==> config.mk <==
export PLATFORM = sky130hd
export DESIGN_NAME = pixel_format_to_rgba8_unit
export DESIGN_NICKNAME = d
export VERILOG_FILES = /design/src/pfr8_pkg.sv /design/src/pfr8_cfg_regs.sv /design/src/pfr8_half_to_unorm8.sv /design/src/pfr8_convert.sv /design/src/pixel_format_to_rgba8_unit.sv
export SDC_FILE = /design/constraint.sdc
export NUM_CORES = 1
export LEC_CHECK = 0
export BUFFER_PORTS_ARGS = -buffer_cell sky130_fd_sc_hd__buf_2
export CAP_MARGIN = 20
export CORE_ASPECT_RATIO = 1.5
export CORE_MARGIN = 4
export CORE_UTILIZATION = 35
export DETAILED_ROUTE_END_ITERATION = 10
export PLACE_DENSITY = 0.63
export SETUP_SLACK_MARGIN = 0.4
export SYNTH_ARGS = -nofsm -noshare
export SYNTH_HDL_FRONTEND = slang
export SYNTH_SLANG_ARGS = --single-unit
==> constraint.sdc <==
create_clock -name clk_i -period 13.7 [get_ports clk_i]
set_input_delay 0.685 -clock clk_i [delete_from_list [all_inputs] [get_ports clk_i]]
set_output_delay 0.685 -clock clk_i [all_outputs]
set_load 0.01 [all_outputs]
==> src/pfr8_pkg.sv <==
// Types and constants shared by the pixel format converter modules.
package pfr8_pkg;

  // Configuration port geometry.
  localparam int unsigned PaddrWidth = 3;
  localparam int unsigned PdataWidth = 32;

  // Register indexes.
  localparam logic RegFormat = 1'b0;

  // Source format codes; code 3 is unassigned and passes through.
  typedef enum logic [1:0] {
    FmtRgba8   = 2'd0,
    FmtBgra8   = 2'd1,
    FmtRgba16f = 2'd2
  } fmt_e;

  // Binary16 field limits and shift constants.
  localparam logic [4:0] HalfExpMax  = 5'h1F;
  localparam logic [4:0] HalfExpOne  = 5'd15;
  localparam logic [4:0] SubnShift   = 5'd24;
  localparam logic [4:0] NormShiftOf = 5'd25;

  // Input item.
  typedef struct packed {
    logic [63:0] pixel_data;
    logic        last_pixel;
  } pix_in_t;

  // Result item.
  typedef struct packed {
    logic [31:0] rgba_out;
    logic        last_out;
  } pix_out_t;

endpackage

==> src/pfr8_cfg_regs.sv <==
// Configuration register file with its APB-style access port.
module pfr8_cfg_regs (
  input  logic                              clk_i,
  input  logic                              rst_ni,
  input  logic                              psel_i,
  input  logic                              penable_i,
  input  logic                              pwrite_i,
  input  logic [pfr8_pkg::PaddrWidth-1:0]   paddr_i,
  input  logic [pfr8_pkg::PdataWidth-1:0]   pwdata_i,
  output logic [pfr8_pkg::PdataWidth-1:0]   prdata_o,
  output logic                              pready_o,
  output logic [1:0]                        format_o
);
  import pfr8_pkg::*;

  logic [1:0] format_d, format_q;
  logic       reg_hit;
  logic       wr_en;

  // Register index comes from the word address.
  assign reg_hit = (paddr_i[PaddrWidth-1] == RegFormat);
  assign wr_en   = psel_i && penable_i && pwrite_i && pready_o;

  // Format register update.
  always_comb begin
    format_d = format_q;
    if (wr_en && reg_hit) begin
      format_d = pwdata_i[1:0];
    end
  end

  always_ff @(posedge clk_i or negedge rst_ni) begin
    if (!rst_ni) begin
      format_q <= FmtRgba8;
    end else begin
      format_q <= format_d;
    end
  end

  // Read data; addresses beyond the register read as zero.
  always_comb begin
    prdata_o = '0;
    if (reg_hit) begin
      prdata_o = {{(PdataWidth-2){1'b0}}, format_q};
    end
  end

  assign pready_o = 1'b1;
  assign format_o = format_q;

endmodule

==> src/pfr8_half_to_unorm8.sv <==
// Converts one binary16 channel to an unorm8 byte with round to nearest.
module pfr8_half_to_unorm8 (
  input  logic [15:0] half_i,
  output logic [7:0]  byte_o
);
  import pfr8_pkg::*;

  logic        sign;
  logic [4:0]  expo;
  logic [9:0]  mant;
  logic [10:0] sig;
  logic [4:0]  sh;
  logic [18:0] prod;
  logic [24:0] rnd;
  logic [24:0] sum;
  logic [24:0] scaled;

  assign sign = half_i[15];
  assign expo = half_i[14:10];
  assign mant = half_i[9:0];

  // Significand and shift for normal and subnormal inputs.
  assign sig = (expo == 5'd0) ? {1'b0, mant} : {1'b1, mant};
  assign sh  = (expo == 5'd0) ? SubnShift : (NormShiftOf - expo);

  // Scale by 255 and add half an output step before the shift.
  assign prod   = {sig, 8'b0} - {8'b0, sig};
  assign rnd    = 25'd1 << (sh - 5'd1);
  assign sum    = {6'b0, prod} + rnd;
  assign scaled = sum >> sh;

  // Special cases: negative, infinity or NaN, and values of one or more.
  always_comb begin
    if (sign) begin
      byte_o = 8'd0;
    end else if (expo == HalfExpMax) begin
      byte_o = (mant == 10'd0) ? 8'hFF : 8'd0;
    end else if (expo >= HalfExpOne) begin
      byte_o = 8'hFF;
    end else begin
      byte_o = scaled[7:0];
    end
  end

endmodule

==> src/pfr8_convert.sv <==
// Format selection: passthrough, red/blue swap, or four half-float channels.
module pfr8_convert (
  input  logic [1:0]  format_i,
  input  logic [63:0] pixel_i,
  output logic [31:0] rgba_o
);
  import pfr8_pkg::*;

  logic [31:0] lo;
  logic [31:0] half_rgba;

  assign lo = pixel_i[31:0];

  // One converter per channel, channel 0 in the low bits.
  for (genvar c = 0; c < 4; c++) begin : g_chan
    pfr8_half_to_unorm8 u_half (
      .half_i (pixel_i[16*c +: 16]),
      .byte_o (half_rgba[8*c +: 8])
    );
  end

  always_comb begin
    case (format_i)
      FmtBgra8:   rgba_o = {lo[31:24], lo[7:0], lo[15:8], lo[23:16]};
      FmtRgba16f: rgba_o = half_rgba;
      default:    rgba_o = lo;
    endcase
  end

endmodule

==> src/pixel_format_to_rgba8_unit.sv <==
// Top level of the pixel format converter: register port and two-stage pipeline.
//
// Converts one read-back pixel per item to 8-bit RGBA, R in the lowest byte.
// The input channel (in_valid_i, in_stall_o, in_data_i) carries a 64-bit pixel
// and a last-pixel flag; the result channel (out_valid_o, out_stall_i,
// out_data_o) carries the 32-bit RGBA word and the copied flag. An item is
// taken at a clock edge with valid high and stall low.
// The source format register sits at byte address 0 of the APB-style port:
// 0 RGBA8 passthrough, 1 BGRA8 red/blue swap, 2 RGBA16F to unorm8, 3 acts as 0.
// Write it only while no item is in flight.
// The item is captured in the input register, converted by the channel logic,
// and captured in the result register. Throughput is one item per cycle while
// the receiver does not stall. While it stalls, the result register holds its
// item and the input register can still take one more; in_stall_o rises only
// when both are full. Reset empties both stages and sets the format to RGBA8.
module pixel_format_to_rgba8_unit (
  input  logic                              clk_i,
  input  logic                              rst_ni,
  input  logic                              psel,
  input  logic                              penable,
  input  logic                              pwrite,
  input  logic [pfr8_pkg::PaddrWidth-1:0]   paddr,
  input  logic [pfr8_pkg::PdataWidth-1:0]   pwdata,
  output logic [pfr8_pkg::PdataWidth-1:0]   prdata,
  output logic                              pready,
  input  logic                              in_valid_i,
  output logic                              in_stall_o,
  input  pfr8_pkg::pix_in_t                 in_data_i,
  output logic                              out_valid_o,
  input  logic                              out_stall_i,
  output pfr8_pkg::pix_out_t                out_data_o
);
  import pfr8_pkg::*;

  logic [1:0]  format;
  logic        in_vld_d, in_vld_q;
  pix_in_t     in_q;
  logic        out_vld_d, out_vld_q;
  pix_out_t    out_d, out_q;
  logic        out_free;
  logic        in_free;
  logic [31:0] rgba;

  pfr8_cfg_regs u_cfg (
    .clk_i     (clk_i),
    .rst_ni    (rst_ni),
    .psel_i    (psel),
    .penable_i (penable),
    .pwrite_i  (pwrite),
    .paddr_i   (paddr),
    .pwdata_i  (pwdata),
    .prdata_o  (prdata),
    .pready_o  (pready),
    .format_o  (format)
  );

  pfr8_convert u_conv (
    .format_i (format),
    .pixel_i  (in_q.pixel_data),
    .rgba_o   (rgba)
  );

  // Stage flow: the result stage frees up when empty or taken this cycle.
  assign out_free   = !out_vld_q || !out_stall_i;
  assign in_free    = !in_vld_q || out_free;
  assign in_stall_o = !in_free;

  assign in_vld_d  = in_free ? in_valid_i : in_vld_q;
  assign out_vld_d = out_free ? in_vld_q : out_vld_q;

  always_comb begin
    out_d.rgba_out = rgba;
    out_d.last_out = in_q.last_pixel;
  end

  // Valid flags.
  always_ff @(posedge clk_i or negedge rst_ni) begin
    if (!rst_ni) begin
      in_vld_q  <= 1'b0;
      out_vld_q <= 1'b0;
    end else begin
      in_vld_q  <= in_vld_d;
      out_vld_q <= out_vld_d;
    end
  end

  // Payload registers.
  always_ff @(posedge clk_i) begin
    if (in_free && in_valid_i) begin
      in_q <= in_data_i;
    end
    if (out_free && in_vld_q) begin
      out_q <= out_d;
    end
  end

  assign out_valid_o = out_vld_q;
  assign out_data_o  = out_q;

endmodule

==> results of run 1 <==
## routing by layer
metal,track usage,vias to the layer above,routed length (um)
met3,0.0286,144,2550
met5,0,-,44
li1,-,7264,-
met4,0.118,6,2840
met2,0.399,604,26100
met1,0.240,7227,19400
## final timing paths
check	endpoint	depth (start not counted)
max	out_data_o[16]	19
max reg2reg	out_data_o[16]	19
min	out_valid_o	1
min in group clk_i	in_q[14]	1
min reg2reg	out_valid_o	1
max in group asynchronous	in_vld_q	1
## cell usage after synthesis, types with 13 or more instances
cell and n:
o31ai_1 21, mux2i_1 32, nand2b_1 15, o22ai_1 22, and3_1 21, a31oi_1 27, nand3_1 41, nor4_1 21
a211oi_1 63, a221oi_1 13, a21oi_1 116, o21ai_0 88, xnor2_1 77, and2_1 20, nand4_1 18, ha_1 103
or3_1 21, edfxtp_1 98, a21o_1 45, nor3_1 84, xor2_1 47, o211ai_1 34, a211o_1 15, inv_1 55
nand2_1 206, nor2_1 236, o21a_1 22, buf_4 31, nor2b_1 19, clkbuf_1 84
## state kept, by name (all words and copies together) (netlist names)
name / count
in_vld_q: 1
out_data_o: 33
out_valid_o: 1
u_cfg.format_o: 2
in_q: 65
## kinds of logic after synthesis
logic type	share of synthesized area
buffers and inverters	0.0583
and+or+nand+nor	0.243
DFF	0.208
AOI/OAI and AO/OA	0.288
muxes	0.0335
xor gates and xnor gates	0.0743
other	0.000514
adders and majority gates	0.0936
## layout make-up
cell class,instances,area [um^2],area share
repair buffers,124,653,0.0415
multi-input cells,1663,10800,0.689
flip-flops and latches,102,3040,0.193
inverters,60,225,0.0143
well taps,558,698,0.0443
clock inverters,5,46.3,0.00294
clock buffers,11,233,0.0148
## stage by stage
stage	setup WS (ps)	cells	power, W	util	hold slack, ps
6_report	6830	2523	0.00140	0.382	89.9
5_1_grt	6280	2523	0.00149	0.382	74.1
4_1_cts	6840	2523	0.00140	0.382	73.5
3_5_place_dp	6880	2507	0.00112	0.375	476
3_3_place_gp	6930	2507	0.00112	0.375	463
2_1_floorplan	8790	1957	0.000926	-	389
## power groups by stage
stage	sequential [W]	combinational, W	clock [W]
detailed placement	0.000436	0.000689	0
global placement	0.000434	0.000684	0
finish	0.000428	0.000705	0.000269
floorplan	0.000424	0.000502	0
global route	0.000433	0.000766	0.000291
CTS	0.000429	0.000693	0.000281
==> results.tsv, run 1 <==
stage	metric	value	unit
run_status	status	completed	
sta	final hold vios	0	
detailed_routing	DR DRC count	0	
place	final RePlAce weighted congestion	0.964	
sta	Achievable Freq	146	MHz
setup_path	critical path, cell by cell	buf_4 -> inv_1 -> ha_1 -> nor2_1 -> o21ai_0 -> xor2_1 -> nor2_1 -> mux2i_1 -> or3_1 -> inv_1 -> ha_1 -> a211oi_1 -> o211ai_1 -> and2_1 -> o311ai_0 -> mux2i_1 -> a211oi_1 -> a311oi_1 -> o31ai_1	
flow_run	maximum capacitance violations	0	
clocking	worst-case clock buffer depth	2	
detailed_routing	DR vias	15200	
global_route	number of global-route vias before repair	14600	
clocking	total clock sinks	102	
logic_synthesis	Synth cell types	96	
pwr	NetSw	0.000633	W
sta	RSZ-0062 raised after global routing	no	
logic_synthesis	Synth area leaders	edfxtp_1 20%, ha_1 8.8%, nor2_1 6.1%, nand2_1 5.3%, xnor2_1 4.6%	
clocking	clk_lat worst skew	400	ps
global_route	GRT overflow	0	
clocking	Max H-tree Level	3	
clocking	CTS buffer count	9	
setup_path	Worst R2R Setup Slack	6830	ps
setup_path	Critical R2R Launch	in_q[28]	
detailed_routing	routed wire length	50.9	mm
die	FP Rows	91	
pwr	Sw Ratio	0.452	
die	core area	41200	um^2
die	Starting Density	0.355	
pwr	Power Density	89.1	nW/um^2
worst_hold_path	Min-Delay Path Class	input pin to asynchronous set/reset pin	
final_layout	ant diodes	0	
pwr	Leakage	6.28	nW
setup_path	Critical Path RT	13910	ps
die	Die Width	175	um
die	I/O pin count	175	
setup_path	crit end category	flip-flop	
setup_path	WP buf/inv	3	
final_layout	most frequent cells in the layout	236 x nor2_1, 206 x nand2_1, 116 x a21oi_1	
final_layout	layout cell share with drive strength beyond 1	0.100	
logic_synthesis	Seq cells post-synth	102	
clocking	CTS clk-pin slew, worst paths	90	ps
detailed_routing	drt first pass iters	6	
sta	final setup TNS	0	ps
clocking	root buffer selected by CTS	clkbuf_16	
global_route	first-pass GRT wire length	79.3	mm
die	die area	45200	um^2
global_route	Global Route Usage Sum	0.217	
detailed_routing	WL per Instance	20.2	um
final_layout	commonest non-fill, non-tap cell in the layout	nor2_1	
sta	pins over their slew limit	0	
sta	fin crit period	6870	ps
setup_path	slowest CP cell	ha_1	
sta	fin crit share	0.501	
final_layout	Layout fillers	4390	
place	DP Area	15500	um^2
setup_path	delay-heaviest family, CP	compound AO/OA/AOI/OAI gates	
setup_path	crit-path max FO	38	
detailed_routing	Vias/cell	6.04	
logic_synthesis	Async SR Flop Fraction	0.0392	
setup_path	crit path launch	in_q[28]	
detailed_routing	DR iter-0 viols	1123	
logic_synthesis	Synth Warn #	0	
logic_synthesis	Most used DFF post-synth	edfxtp_1	
sta	clk_skew	20.6	ps
detailed_routing	Post-DRT Antenna Nets	0	
logic_synthesis	cell taking the most area after synthesis	edfxtp_1	
place	dpl hpwl	40.4	mm
pwr	Peak VDD IR	0.0608	mV
sta	Final Setup Violations	0	
final_layout	Final Cell Area	15700	um^2
sta	Worst slew margin	0.328	
sta	worst-margin pin slew	995	ps
pwr	sequential share of power	0.306	
global_route	largest net degree at the start of global routing	66	
logic_synthesis	Synth Cell Area	14600	um^2
die	die extent in y	258	um
clocking	# resized after CTS	0	
final_layout	NumNets Final	2174	
logic_synthesis	Post-Synthesis Cells	1928	
logic_synthesis	Avg Synthesized Cell Area	7.58	um^2
setup_path	critical path class	flip-flop to flip-flop	
clocking	post-CTS repair timing setup buffer count	0	
setup_path	critical path arrival	7070	ps
pwr	clock network fraction of total power	0.192	
logic_synthesis	Yosys top cell area share	0.201	
logic_synthesis	sequential cell area fraction in the yosys report	0.208	
setup_path	CP peak stage delay	1040	ps
place	I/O Buffers	111	
global_route	initial antenna violation count	3	
pwr	combinational fraction of design power	0.503	
final_layout	area grow syn2layout	7.70	%
pwr	Int Power	0.000769	W
setup_path	crit path launch type	flip-flop	
logic_synthesis	EDFF count, synth	98	
clocking	Hold-fix buffers, CTS	0	
clocking	TritonCTS clock tree	done	
Power figures use the tool's default switching activity.
==> run 2, diff against run 1 <==
clock period = 6.7 ns   (was 13.7 ns; I/O delays follow)
==> results.tsv, run 2 (synthesized netlist as in run 1, its figures left out) <==
stage	metric	value	unit
detailed_routing	Vias/cell	5.97	
sta	fin crit period	5830	ps
final_layout	area grow syn2layout	8.75	%
sta	final hold vios	0	
detailed_routing	routed wire length	50.8	mm
clocking	clk_lat worst skew	390	ps
pwr	Power Density	180	nW/um^2
die	FP Rows	91	
die	core area	41200	um^2
global_route	largest net degree at the start of global routing	66	
place	dpl hpwl	40.8	mm
final_layout	final core occ	0.386	
global_route	first-pass GRT wire length	78.7	mm
pwr	NetSw	0.00128	W
pwr	clock network fraction of total power	0.188	
sta	final setup TNS	0	ps
setup_path	Critical Path RT	6870	ps
final_layout	layout cell share with drive strength beyond 1	0.109	
detailed_routing	Post-DRT Antenna Nets	0	
global_route	number of global-route vias before repair	14500	
setup_path	slowest CP cell	or4_1	
final_layout	ant diodes	0	
sta	RSZ-0062 raised after global routing	no	
setup_path	cell mode on critical path	nor2_1	
pwr	sequential share of power	0.305	
clocking	# resized after CTS	0	
setup_path	critical path arrival	5990	ps
place	final RePlAce weighted congestion	0.956	
sta	Worst slew margin	0.374	
sta	worst-margin pin slew	939	ps
clocking	TritonCTS clock tree	done	
detailed_routing	DR iter-0 viols	1398	
clocking	total clock sinks	102	
final_layout	most frequent cells in the layout	236 x nor2_1, 206 x nand2_1, 116 x a21oi_1	
clocking	worst-case clock buffer depth	2	
pwr	combinational fraction of design power	0.507	
sta	pins over their slew limit	0	
sta	Final Setup Violations	0	
detailed_routing	DR vias	15200	
die	die extent in y	258	um
detailed_routing	drt first pass iters	7	
final_layout	largest register by flop count	in_q	
sta	hold slack	121	ps
worst_hold_path	Min-Delay Path Class	input pin to flip-flop	
setup_path	crit path launch type	flip-flop	
setup_path	crit-path max FO	13	
pwr	Peak VDD IR	0.127	mV
pwr	Pwr Total	0.00286	W
place	I/O Buffers	111	
final_layout	commonest non-fill, non-tap cell in the layout	nor2_1	
setup_path	CP peak stage delay	600	ps
clocking	root buffer selected by CTS	clkbuf_16	
final_layout	NumNets Final	2194	
run_status	status	completed	
pwr	Int Power	0.00158	W
die	Die Width	175	um
global_route	GRT overflow	0	
sta	final worst-path setup slack	874	ps
clocking	CTS buffer count	9	
final_layout	max FFs per register	65	
die	I/O pin count	175	
die	die area	45200	um^2
final_layout	Layout fillers	4303	
pwr	Leakage	6.37	nW
global_route	Global Route Usage Sum	0.215	
die	Starting Density	0.355	
setup_path	critical path, cell by cell	or4_1 -> nor2_1 -> ha_1 -> and3_1 -> nand3_1 -> nor2_1 -> or4_1 -> nor2_1 -> xor2_1 -> ha_1 -> nand2_1 -> o31ai_1 -> o2111ai_1 -> o21ai_0 -> a31oi_1 -> nand2b_1 -> xor2_1 -> o22ai_1 -> o31ai_1	
flow_run	maximum capacitance violations	0	
pwr	Sw Ratio	0.447	
place	pre-CTS WS	1020	ps
setup_path	crit end category	flip-flop	
setup_path	delay-heaviest family, CP	simple AND/OR/NAND/NOR gates	
detailed_routing	DR DRC count	0	
clocking	CTS clk-pin slew, worst paths	80	ps
clocking	Max H-tree Level	3	
setup_path	WP buf/inv	0	
global_route	initial antenna violation count	2	
sta	fin crit share	0.870	
detailed_routing	WL per Instance	20.0	um
setup_path	critical path class	flip-flop to flip-flop	
sta	Achievable Freq	172	MHz
sta	clk_skew	20.0	ps
run 2: cell type report:
cell class,count,area (um^2),share of cell area
clock buffer,10,229,0.0144
clock inverter,6,52.6,0.00331
inverter,60,225,0.0142
multi-input combinational,1663,10800,0.682
sequential,102,3040,0.191
tap,558,698,0.0439
timing repair buffer,144,803,0.0505
run 2: timing repair:
item	CTS	global route
setup buffers	0	0
endpoints found under the hold margin	4	0
hold buffers	1	0
run 2: worst paths after layout:
path | from | endpoint | slack, ps | cells past startpoint
min | in_data_i[13] | in_q[13] | 120 | 1
max | in_q[28] | out_data_o[16] | 870 | 19
max in group asynchronous | rst_ni | in_vld_q | 6300 | 2
min reg2reg | in_vld_q | out_valid_o | 490 | 1
min in group asynchronous | rst_ni | out_valid_o | 290 | 2
max reg2reg | in_q[28] | out_data_o[16] | 870 | 19
run 2: through the flow:
step,std cells,cell area (um^2)
2_1_floorplan,1957,14700
3_3_place_gp,2525,15600
3_5_place_dp,2526,15600
4_1_cts,2543,15900
5_1_grt,2543,15900
6_report,2543,15900
run 2: metal layers:
| metal | share of wire | vias up | global-route usage |
|---|---|---|---|
| met5 | 0.00047 | - | 0 |
| li1 | - | 7302 | - |
| met3 | 0.054 | 141 | 0.0302 |
| met1 | 0.38 | 7110 | 0.239 |
| met2 | 0.51 | 632 | 0.393 |
| met4 | 0.058 | 4 | 0.116 |
run 2: power groups by stage:
stage               combinational, W  sequential, W  clock (W)
floorplan                    0.00103       0.000868          0
global placement             0.00141       0.000886          0
detailed placement           0.00142       0.000888          0
CTS                          0.00143       0.000874   0.000562
global route                 0.00158       0.000880   0.000583
finish                       0.00145       0.000873   0.000536
==> run 3, diff against run 2 <==
PLACE_DENSITY = 0.64   (was 0.63)
clock period = 5 ns   (was 6.7 ns; I/O delays follow)
==> results.tsv, run 3 (synthesized netlist as in run 1, its figures left out) <==
stage	metric	value	unit
global_route	number of global-route vias before repair	16200	
die	FP Rows	91	
detailed_routing	Vias/cell	5.88	
die	Starting Density	0.355	
global_route	Global Route Usage Sum	0.236	
die	die extent in y	258	um
sta	RSZ-0062 raised after global routing	yes	
sta	pins over their slew limit	0	
sta	Worst slew margin	0.338	
worst_hold_path	worst hold endpoint	in_q[13]	
clocking	TritonCTS clock tree	done	
place	dpl hpwl	44.2	mm
final_layout	area grow syn2layout	35.8	%
pwr	Peak VDD IR	0.167	mV
place	I/O Buffers	111	
sta	final hold vios	0	
setup_path	Worst Reg-to-Reg Cells	19	
global_route	GRT overflow	0	
final_layout	max FFs per register	65	
detailed_routing	Post-DRT Antenna Nets	0	
die	core area	41200	um^2
final_layout	NumNets Final	2454	
global_route	largest net degree at the start of global routing	66	
sta	hold slack	35.8	ps
die	I/O pin count	175	
die	die area	45200	um^2
sta	worst-margin pin slew	992	ps
detailed_routing	DR vias	16500	
setup_path	crit path launch type	flip-flop	
global_route	first-pass GRT wire length	86.0	mm
pwr	Power Density	225	nW/um^2
worst_hold_path	Min-Delay Path Class	input pin to flip-flop	
detailed_routing	routed wire length	57.0	mm
setup_path	critical path, cell by cell	or4_4 -> buf_6 -> nor2_4 -> ha_4 -> a21oi_4 -> o31a_1 -> nand2_2 -> xnor2_2 -> ha_1 -> buf_6 -> a311o_1 -> a22oi_2 -> o31ai_4 -> xnor2_2 -> mux2i_2 -> buf_4 -> a21oi_4 -> o2111ai_2 -> o31a_1	
setup_path	CP peak stage delay	480	ps
setup_path	Critical Path RT	5120	ps
setup_path	critical path class	flip-flop to flip-flop	
final_layout	layout cell share with drive strength beyond 1	0.341	
detailed_routing	drt first pass iters	5	
pwr	Leakage	8.02	nW
final_layout	Final Cell Area	19900	um^2
detailed_routing	WL per Instance	20.3	um
place	DP Area	17000	um^2
setup_path	r2r endpoint	out_data_o[6]	
clocking	total clock sinks	102	
final_layout	commonest non-fill, non-tap cell in the layout	buf_4	
clocking	CTS buffer count	9	
place	final RePlAce weighted congestion	1.00	
run_status	status	completed	
sta	clk_skew	15.3	ps
pwr	Pwr Total	0.00447	W
clocking	Max H-tree Level	3	
detailed_routing	DR DRC count	0	
setup_path	critical path arrival	4950	ps
setup_path	crit-path max FO	4	
detailed_routing	DR iter-0 viols	1245	
clocking	clk_lat worst skew	390	ps
worst_hold_path	hold path start	in_data_i[13]	
setup_path	crit path launch	in_q[12]	
setup_path	crit end category	flip-flop	
clocking	CTS clk-pin slew, worst paths	80	ps
global_route	initial antenna violation count	1	
sta	Achievable Freq	207	MHz
worst_hold_path	WHS Path Cells	1	
final_layout	most frequent cells in the layout	269 x buf_4, 206 x nor2_1, 188 x nand2_1	
die	Die Width	175	um
setup_path	Critical R2R Launch	in_q[12]	
clocking	worst-case clock buffer depth	2	
setup_path	slowest CP cell	edfxtp_1	
setup_path	Worst R2R Setup Slack	180	ps
clocking	root buffer selected by CTS	clkbuf_16	
final_layout	ant diodes	0	
flow_run	maximum capacitance violations	0	
sta	Final Setup Violations	0	
sta	fin crit share	0.965	
sta	fin crit period	4820	ps
final_layout	largest register by flop count	in_q	
-- run 3: cell types whose count changed in the layout (fill, tap and decap cells not counted), moves of 24 or more --
cell | previous run | this run
buf_4 | 31 | 269
a21oi_1 | 116 | 86
nor2_1 | 236 | 206
o21ai_0 | 88 | 62
ha_1 | 103 | 78
a21oi_2 | 1 | 25
-- run 3: repair_timing --
action / 4_1_cts / 5_1_grt
hold endpoints to repair: 4 / 0
hold buffers: 1 / 0
setup endpoints to repair: 29 / 32
pin swaps: 109 / 157
buffers inserted: 51 / 43
gates resized for setup: 157 / 235
-- run 3: report_power, final --
part / internal (W) / total [W] / switching [W] / leakage [nW]
clock network: 0.000345 / 0.000722 / 0.000377 / 0.138
logic: 0.00108 / 0.00259 / 0.00151 / 6.89
registers: 0.00107 / 0.00115 / 0.0000793 / 0.993
-- run 3: worst max-delay path by stage --
stage                     end  slack (ps)
2_1_floorplan  out_data_o[13]         380
3_3_place_gp   out_data_o[14]          20
3_5_place_dp   out_data_o[14]          -2
5_1_grt         out_data_o[5]          70
4_1_cts         out_data_o[5]         180
6_report        out_data_o[6]         180
-- run 3: cell type report --
class | count | area [um^2]
inverter | 60 | 231
tap | 558 | 698
timing repair buffer | 404 | 2860
fill | 3964 | 21400
sequential | 102 | 3040
clock buffer | 9 | 225
multi-input combinational | 1663 | 12700
clock inverter | 7 | 53.8
-- run 3: layer usage --
layer,part of all wire,wire length [um],up-vias,global-route usage
li1,-,-,7819,-
met1,0.36,20500,7796,0.248
met2,0.52,29600,629,0.436
met3,0.043,2450,236,0.0268
met4,0.078,4470,2,0.164
met5,0.00018,10,-,0
-- run 3: stage by stage --
stage | worst slack (ps) | util | setup TNS, ps | std cells
after floorplan | 384 | - | 0 | 1957
after global placement | 24.7 | 0.412 | 0 | 2691
after detailed placement | -2.24 | 0.412 | -2.24 | 2691
after CTS | 180 | 0.446 | 0 | 2759
after global routing | 68.4 | 0.482 | 0 | 2803
final | 176 | 0.482 | 0 | 2803
-- run 3: worst max-delay path: cells and delay by family, from the launching register on --
kind / cells / cell delay, ps
simple gates: 3 / 680
buf+inv: 3 / 450
flops: 1 / 480
xor+xnor: 2 / 430
compound gates: 8 / 1840
mux: 1 / 110
fa+ha+maj: 2 / 550
